## config.mk

```make
export PLATFORM = sky130hd
export DESIGN_NAME = brb_ctrl
export DESIGN_NICKNAME = d
export VERILOG_FILES = /design/src/rtl/brb_pkg.sv /design/src/rtl/brb_ctrl.sv
export SDC_FILE = /design/constraint.sdc
export NUM_CORES = 1
export LEC_CHECK = 0
export BUFFER_PORTS_ARGS = -buffer_cell sky130_fd_sc_hd__buf_2
export CORE_MARGIN = 2
export CORE_UTILIZATION = 55
export DETAILED_ROUTE_END_ITERATION = 12
export PLACE_DENSITY = 0.81
export SLEW_MARGIN = 20
export SYNTH_ARGS = -nofsm -noshare
export SYNTH_HDL_FRONTEND = slang
export SYNTH_SLANG_ARGS = --single-unit
export TNS_END_PERCENT = 5
```

## constraint.sdc

```tcl
create_clock -name clk -period 14 [get_ports clk]
set_clock_uncertainty 0.2 [all_clocks]
set_input_delay 2.1 -clock clk [delete_from_list [all_inputs] [get_ports clk]]
set_output_delay 2.1 -clock clk [all_outputs]
set_load 0.01 [all_outputs]
```

## src/rtl/brb_pkg.sv

```systemverilog
`timescale 1ns / 1ps
// ----------------------------------------------------------------------------
// brb_pkg
// Types, constants and helpers shared by the byte ring buffer modules.
// ----------------------------------------------------------------------------
package brb_pkg;

  localparam int DEPTH = 1024;
  localparam int IDX_W = $clog2(DEPTH);
  localparam int CAP_W = IDX_W + 1;

  localparam logic [2:0] MODE_PUSH  = 3'd0;
  localparam logic [2:0] MODE_POP   = 3'd1;
  localparam logic [2:0] MODE_PEEK  = 3'd2;
  localparam logic [2:0] MODE_SKIP  = 3'd3;
  localparam logic [2:0] MODE_CLEAR = 3'd4;

  typedef struct packed {
    logic [2:0] mode;
    logic [7:0] data_byte;
    logic [9:0] peek_offset;
    logic [9:0] skip_count;
  } brb_req_t;

  typedef struct packed {
    logic [7:0]  read_byte;
    logic        done_res;
    logic [9:0]  used_bytes;
    logic [9:0]  free_bytes;
    logic [10:0] contiguous_free;
    logic [9:0]  contiguous_used;
  } brb_rsp_t;

  typedef struct packed {
    logic             wr_en;
    logic [IDX_W-1:0] wr_addr;
    logic [7:0]       wr_data;
    logic             rd_en;
    logic [IDX_W-1:0] rd_addr;
  } brb_mem_cmd_t;

  typedef struct packed {
    logic        rd_sel;
    logic        done_res;
    logic [9:0]  used_bytes;
    logic [9:0]  free_bytes;
    logic [10:0] contiguous_free;
    logic [9:0]  contiguous_used;
  } brb_stat_t;

  // index plus step, wrapped by one compare and subtract
  function automatic logic [IDX_W-1:0] wrap_add(input logic [CAP_W-1:0] idx,
                                                input logic [CAP_W-1:0] n,
                                                input logic [CAP_W-1:0] cap);
    logic [CAP_W:0] s;
    s = {1'b0, idx} + {1'b0, n};
    if (s >= {1'b0, cap}) begin
      s = s - {1'b0, cap};
    end
    return s[IDX_W-1:0];
  endfunction

  function automatic logic [CAP_W-1:0] held(input logic [IDX_W-1:0] w,
                                            input logic [IDX_W-1:0] r,
                                            input logic [CAP_W-1:0] cap);
    if (w >= r) begin
      return {1'b0, w} - {1'b0, r};
    end
    return cap - {1'b0, r} + {1'b0, w};
  endfunction

endpackage

```

## src/rtl/brb_ctrl.sv

```systemverilog
`timescale 1ns / 1ps
// ----------------------------------------------------------------------------
// brb_ctrl
// Index update, fill status and result register for the byte ring buffer.
// ----------------------------------------------------------------------------
module brb_ctrl
  import brb_pkg::*;
(
  input  logic         clk,
  input  logic         rst,
  input  logic         req_valid,
  output logic         req_stall,
  input  brb_req_t     req_word,
  output logic         rsp_valid,
  input  logic         rsp_stall,
  output brb_stat_t    stat,
  input  logic         cfg_we,
  input  logic [10:0]  cfg_data,
  output brb_mem_cmd_t cmd
);

  logic [IDX_W-1:0] write_index, write_index_next;
  logic [IDX_W-1:0] read_index, read_index_next;
  logic [CAP_W-1:0] capacity;
  logic [CAP_W-1:0] used_now, free_now, cnt, used_after;
  logic [CAP_W-1:0] cap_next;
  logic             accept;
  logic             done, rd_sel;
  brb_stat_t        stat_next;

  assign req_stall = rsp_valid && rsp_stall;
  assign accept    = req_valid && !req_stall;

  always_comb begin
    if (cfg_data < 11'd2) begin
      cap_next = CAP_W'(2);
    end else if (cfg_data > 11'(DEPTH)) begin
      cap_next = CAP_W'(DEPTH);
    end else begin
      cap_next = CAP_W'(cfg_data);
    end
  end

  always_comb begin
    used_now         = held(write_index, read_index, capacity);
    free_now         = capacity - used_now - CAP_W'(1);
    write_index_next = write_index;
    read_index_next  = read_index;
    done             = 1'b0;
    rd_sel           = 1'b0;
    cnt              = CAP_W'(req_word.skip_count);
    cmd.wr_en        = 1'b0;
    cmd.wr_addr      = write_index;
    cmd.wr_data      = req_word.data_byte;
    cmd.rd_en        = 1'b0;
    cmd.rd_addr      = read_index;
    case (req_word.mode)
      MODE_PUSH: begin
        if (free_now != '0) begin
          cmd.wr_en        = accept;
          write_index_next = wrap_add({1'b0, write_index}, CAP_W'(1), capacity);
          done             = 1'b1;
        end
      end
      MODE_POP: begin
        if (used_now != '0) begin
          cmd.rd_en       = accept;
          rd_sel          = 1'b1;
          read_index_next = wrap_add({1'b0, read_index}, CAP_W'(1), capacity);
          done            = 1'b1;
        end
      end
      MODE_PEEK: begin
        if (used_now > CAP_W'(req_word.peek_offset)) begin
          cmd.rd_en   = accept;
          cmd.rd_addr = wrap_add({1'b0, read_index}, CAP_W'(req_word.peek_offset),
                                 capacity);
          rd_sel      = 1'b1;
          done        = 1'b1;
        end
      end
      MODE_SKIP: begin
        if (cnt > used_now) begin
          cnt  = used_now;
          done = 1'b0;
        end else begin
          done = 1'b1;
        end
        read_index_next = wrap_add({1'b0, read_index}, cnt, capacity);
      end
      MODE_CLEAR: begin
        write_index_next = '0;
        read_index_next  = '0;
        done             = 1'b1;
      end
      default: begin
        done = 1'b0;
      end
    endcase

    used_after           = held(write_index_next, read_index_next, capacity);
    stat_next.rd_sel     = rd_sel;
    stat_next.done_res   = done;
    stat_next.used_bytes = used_after[9:0];
    stat_next.free_bytes = 10'(capacity - used_after - CAP_W'(1));
    if (write_index_next >= read_index_next) begin
      stat_next.contiguous_free = 11'(capacity - {1'b0, write_index_next});
      stat_next.contiguous_used = 10'(write_index_next - read_index_next);
    end else begin
      stat_next.contiguous_free = 11'(read_index_next - write_index_next - IDX_W'(1));
      stat_next.contiguous_used = 10'(capacity - {1'b0, read_index_next});
    end
  end

  always_ff @(posedge clk) begin
    if (rst) begin
      write_index <= '0;
      read_index  <= '0;
      capacity    <= CAP_W'(DEPTH);
      rsp_valid   <= 1'b0;
    end else begin
      if (cfg_we) begin
        capacity    <= cap_next;
        write_index <= '0;
        read_index  <= '0;
      end else if (accept) begin
        write_index <= write_index_next;
        read_index  <= read_index_next;
      end
      if (accept) begin
        rsp_valid <= 1'b1;
      end else if (!rsp_stall) begin
        rsp_valid <= 1'b0;
      end
    end
  end

  always_ff @(posedge clk) begin
    if (accept) begin
      stat <= stat_next;
    end
  end

endmodule

```

## Word level (Yosys, flattened, before mapping)

Index checks and enable logic that the tools add are counted.

- Flip-flop bits (word level): 75
- Input port bits: 47
- Logic and storage cells: 87

- Add/subtract/negate cells: 22
- Order comparisons: 10
- Eq/ne operators: 5
- Multiplexer cells: 33
- Reductions and logical operators: 7

Operator list:

| operator | number |
|---|---|
| $mux 10 | 9 |
| $sub 10x10->10 | 8 |
| $mux 11 | 7 |
| $ge 11x11->1 | 3 |
| $pmux 10 s3 | 1 |
| $add 10x1->11 const B | 2 |
| $reduce_bool 11->1 | 2 |
| $sub 10x10->11 | 2 |
| $sub 11x1->11 const B | 2 |
| $sub 11x10->11 | 2 |
| $mux 21 | 1 |
| $ge 10x10->1 | 2 |
| $pmux 10 s2 | 1 |
| $add 10x11->12 | 1 |
| $ge 12x11->1 | 1 |
| $add 10x10->11 | 1 |
| $add 11x10->11 | 1 |
| $gt 10x11->1 | 1 |
| $gt 11x10->1 | 1 |
| $gt 11x11->1 const B | 1 |
| $lt 11x2->1 const B | 1 |
| $mux 1 | 11 |
| $sub 11x11->11 | 1 |
| $add 10x10->10 | 1 |
| other kinds (11) | 14 |

## Logic depth before layout (Yosys ltp)

- Depth in word-level cells: 15
- Mapped depth: 68
- Depth with buffers taken out: 62

## Worst setup path before layout

OpenSTA, ideal clock, no wires.

- Path kind: register to register
- Start: register read_index[1]
- End: register stat[30] (netlist name), data pin
- Setup time: 260 ps
- Arrival: 12429 ps
- Path slack: 1111 ps
- Cell stages (with the launch flop): 66
- Buffers on the path: 4
- Period minus slack after synthesis: 12889 ps
- Cell sequence: dfxtp_1 -> inv_1 -> ha_1 -> nor2b_1 -> o2111ai_1 -> a31oi_2 -> or2_1 -> clkbuf_1 -> o21ai_0 -> inv_1 -> ha_1 -> nor2b_1 -> o21a_1 -> o21a_1 -> o21a_1 -> o21a_1 -> o21a_1 -> o21a_1 -> [30 not listed] -> a21oi_1 -> nor2_1 -> a211o_1 -> o41ai_2 -> clkbuf_1 -> nand2_1 -> and2_1 -> ha_1 -> a21o_1 -> a21oi_1 -> o21bai_1 -> a21oi_1 -> o21bai_1 -> maj3_1 -> a21o_1 -> a21oi_1 -> xnor2_1 -> xnor2_1

RTL lines:

| what | line | text |
|---|---|---|
| start, declared | brb_ctrl.sv:23 | `logic [IDX_W-1:0] read_index, read_index_next;` |
| start signal, assigned | brb_ctrl.sv:128 | `read_index <= read_index_next;` |
| end signal, assigned | brb_ctrl.sv:140 | `stat <= stat_next;` |
| end, declared | brb_ctrl.sv:16 | `output brb_stat_t stat,` |

==> results_dict.tcl <==
set metrics [dict create \
    outcome "complete, no violations" \
    dr.pass1.iters 5 \
    vdd_drop_max_mv 0.07538 \
    wl_mm 36.39 \
    drtIter0Drc 807 \
    portBuffers 105 \
    nets 1838 \
    cp.arrival_ps 12980 \
    intPower_mw 0.9531 \
    setup_viol 0 \
    dp_hpwl_mm 29.77 \
    final_cell_mix "172 x ha_1, 160 x inv_1, 117 x nor2_1" \
    pre_cts_slack_ps 796.9 \
    gp_congestion 1.009 \
    dieWidth_um 149.0 \
    synth-edff-count 43 \
    p_switching_mw 0.7845 \
    yosys.area.top_type "ha_1" \
    numClockSinks 75 \
    p_total_mw 1.738 \
    hold_viol 0 \
    final_common_cell "ha_1" \
    slew_headroom 0.3964 \
    route.detailed.drc 0 \
    power_frac_clock 0.145 \
    start_util 0.5556 \
    avgSynthCellArea_um2 7.832 \
    grt_max_degree 42 \
    dpl.cell_count 1848 \
    die_h_um 149.0 \
    crit_slowest_cell "fa_1" \
    root_buffer "clkbuf_16" \
    cts_tree "yes" \
    report.final.slew_viol_count 0 \
    endpoint_kind "flop" \
    synth_cells 1477 \
    drtAntennaViolNets 0 \
    setup_tns_ps 0 \
    core_um2 20820 \
    cp.required_ps 13890 \
    rsz0062_at_grt "no" \
    period_needed_ps 13090 \
    hold_buffers 0 \
    ioPinCount 122 \
    fill_cells 1835 \
    fin_crit_sh 0.9353 \
    die_area_um2 22210 \
    track_usage 0.3262 \
    wl_met2_mm 16.52 \
    clk_latency_ps 340 \
    critPathKind "reg2reg" \
    fp-row-count 53 \
    via_count 11432 \
    min_path_type "reg2reg" \
    numCtsBuffers 9 \
    drive_above_1_share 0.1220 \
    syn_nets 1721 \
    max_stage_delay_ps 550 \
    ys_ff_latch 75 \
    fin_ws_ps 905.8 \
    netlist_area_um2 11570 \
    clk_path_buf_depth 2 \
    synth_seq_area_share 0.1670 \
    h-tree-depth 3 \
    grt_pass1_vias 10677 \
    synth_cell_types 75 \
    start_kind "flop" \
    ys_warn_count 0 \
    worst-slew-pin-transition_ps 905.4 \
    hold_ws_ps 377.6 \
    syn_to_final_growth_pct 11.84 \
    max_cap_violations 0 \
    async_flop_share 0 \
    cts.clk_slew.worst_paths_ps 60 \
    wl_met3_mm 2.797 \
    leakagePower_nw 6.019 \
    final_cells 1874 \
    final_util 0.6214 \
    diodes 0 \
    grt_overflow 0 \
    grt_pass1_wl_mm 56.52 \
    synth_top_area_frac 0.1871 \
    power.share.sequential 0.196 \
    antenna_found_initial 0 \
    comb_power_share 0.659 \
    top_layer "met4" \
    ys_top_cells_by_area "ha_1 19%, edfxtp_1 11%, dfxtp_1 5.5%, xnor2_1 5.5%, inv_1 5.3%" \
    p_sw_frac 0.4515 \
    synth_flop_cell "edfxtp_1" \
    dpl-instance-area_um2 12510 \
    detail_route.wl_per_cell_um 19.42 \
    wl_met1_mm 14.81 \
    via_per_inst 6.100 \
    fmax_mhz 76.37 \
    pwr_density_cell_nw_per_um2 134.3 \
    stdcell_area_um2 12940 \
    crit_fanout 13 \
]
-- worst paths after layout --
kind | startpoint | to | slack (ps) | cells after the start
min reg2reg | rsp_valid | rsp_valid | 380 | 4
min | rsp_valid | rsp_valid | 380 | 4
max | capacity[2] | stat[30] | 910 | 60
max reg2reg | capacity[2] | stat[30] | 910 | 60
-- power groups by stage --
stage / clock [mW] / combinational, mW / sequential [mW]
after floorplan: 0 / 0.794 / 0.377
after global placement: 0 / 1.10 / 0.343
after detailed placement: 0 / 1.12 / 0.344
after CTS: 0.255 / 1.13 / 0.340
after global routing: 0.266 / 1.27 / 0.345
final: 0.252 / 1.15 / 0.340
-- routing by layer --
metal | track usage | vias up
met5 | 0 | -
met1 | 0.4116 | 5279
met3 | 0.04434 | 124
li1 | - | 5512
met4 | 0.1800 | 0
met2 | 0.5392 | 517
-- area by class of cell --
| class | count | area, µm² | share of cell area |
|---|---|---|---|
| clock buffer | 9 | 225.2 | 0.01741 |
| clock inverter | 7 | 98.84 | 0.007639 |
| inverter | 164 | 626.9 | 0.04845 |
| multi-input combinational | 1197 | 8866 | 0.6852 |
| sequential | 75 | 1937 | 0.1497 |
| tap | 275 | 344.1 | 0.02659 |
| timing repair buffer | 147 | 840.8 | 0.06498 |
-- critical path, delay by kind of cell, from the launching register on --
kind	cells	cell delay [ps]
compound gates	33	6720
fa+ha+maj	10	3260
buf+inv	6	830
simple gates	7	630
flops	1	470
xor+xnor	3	440
mux	1	260
-- state kept, by name (all words and copies together) (netlist names) --
name / cells
rsp_valid: 1
read_index: 10
stat: 43
capacity: 11
write_index: 10
-- cells in the mapped netlist (all sizes together), types with 4 or more instances --
cell type and instances:
a22oi 6, clkbuf 32, or2 7, inv 164, nand3 19, a211o 5
nor4 12, a21o 27, ha 173, a21boi 15, or3 12, nand2 114
o31ai 5, o21ai 108, edfxtp 43, o2111ai 4, o22ai 13, o211ai 11
nor2b 34, a21oi 108, o31a 4, xor2 35, nand4 16, dfxtp 32
nor2 118, nand2b 24, mux2i 33, a211oi 21, o21a 31, nand3b 5
xnor2 73, nor3 24, nor3b 8, a2111oi 6, fa 24, a31oi 11
buf 9, and3 13, and2 11, o21bai 25
-- cell families (layout without fill, tap and decap cells) --
group	Yosys count	after routing	share of synthesized area
flip-flops	75	75	0.1670
AO/OA/AOI/OAI	426	426	0.2393
buffers and inverters	205	327	0.06911
AND/OR/NAND/NOR	428	428	0.1809
XOR/XNOR	108	108	0.08176
adder cells (fa/ha/maj)	199	199	0.2304
multiplexers	36	36	0.03147
-- repair_timing --
| action | in CTS | in global routing |
|---|---|---|
| gates resized for setup | 0 | 17 |
| buffers inserted | 0 | 10 |
| endpoints found under the setup margin | 0 | 3 |
No activity file was read; power rests on OpenSTA's default activity.
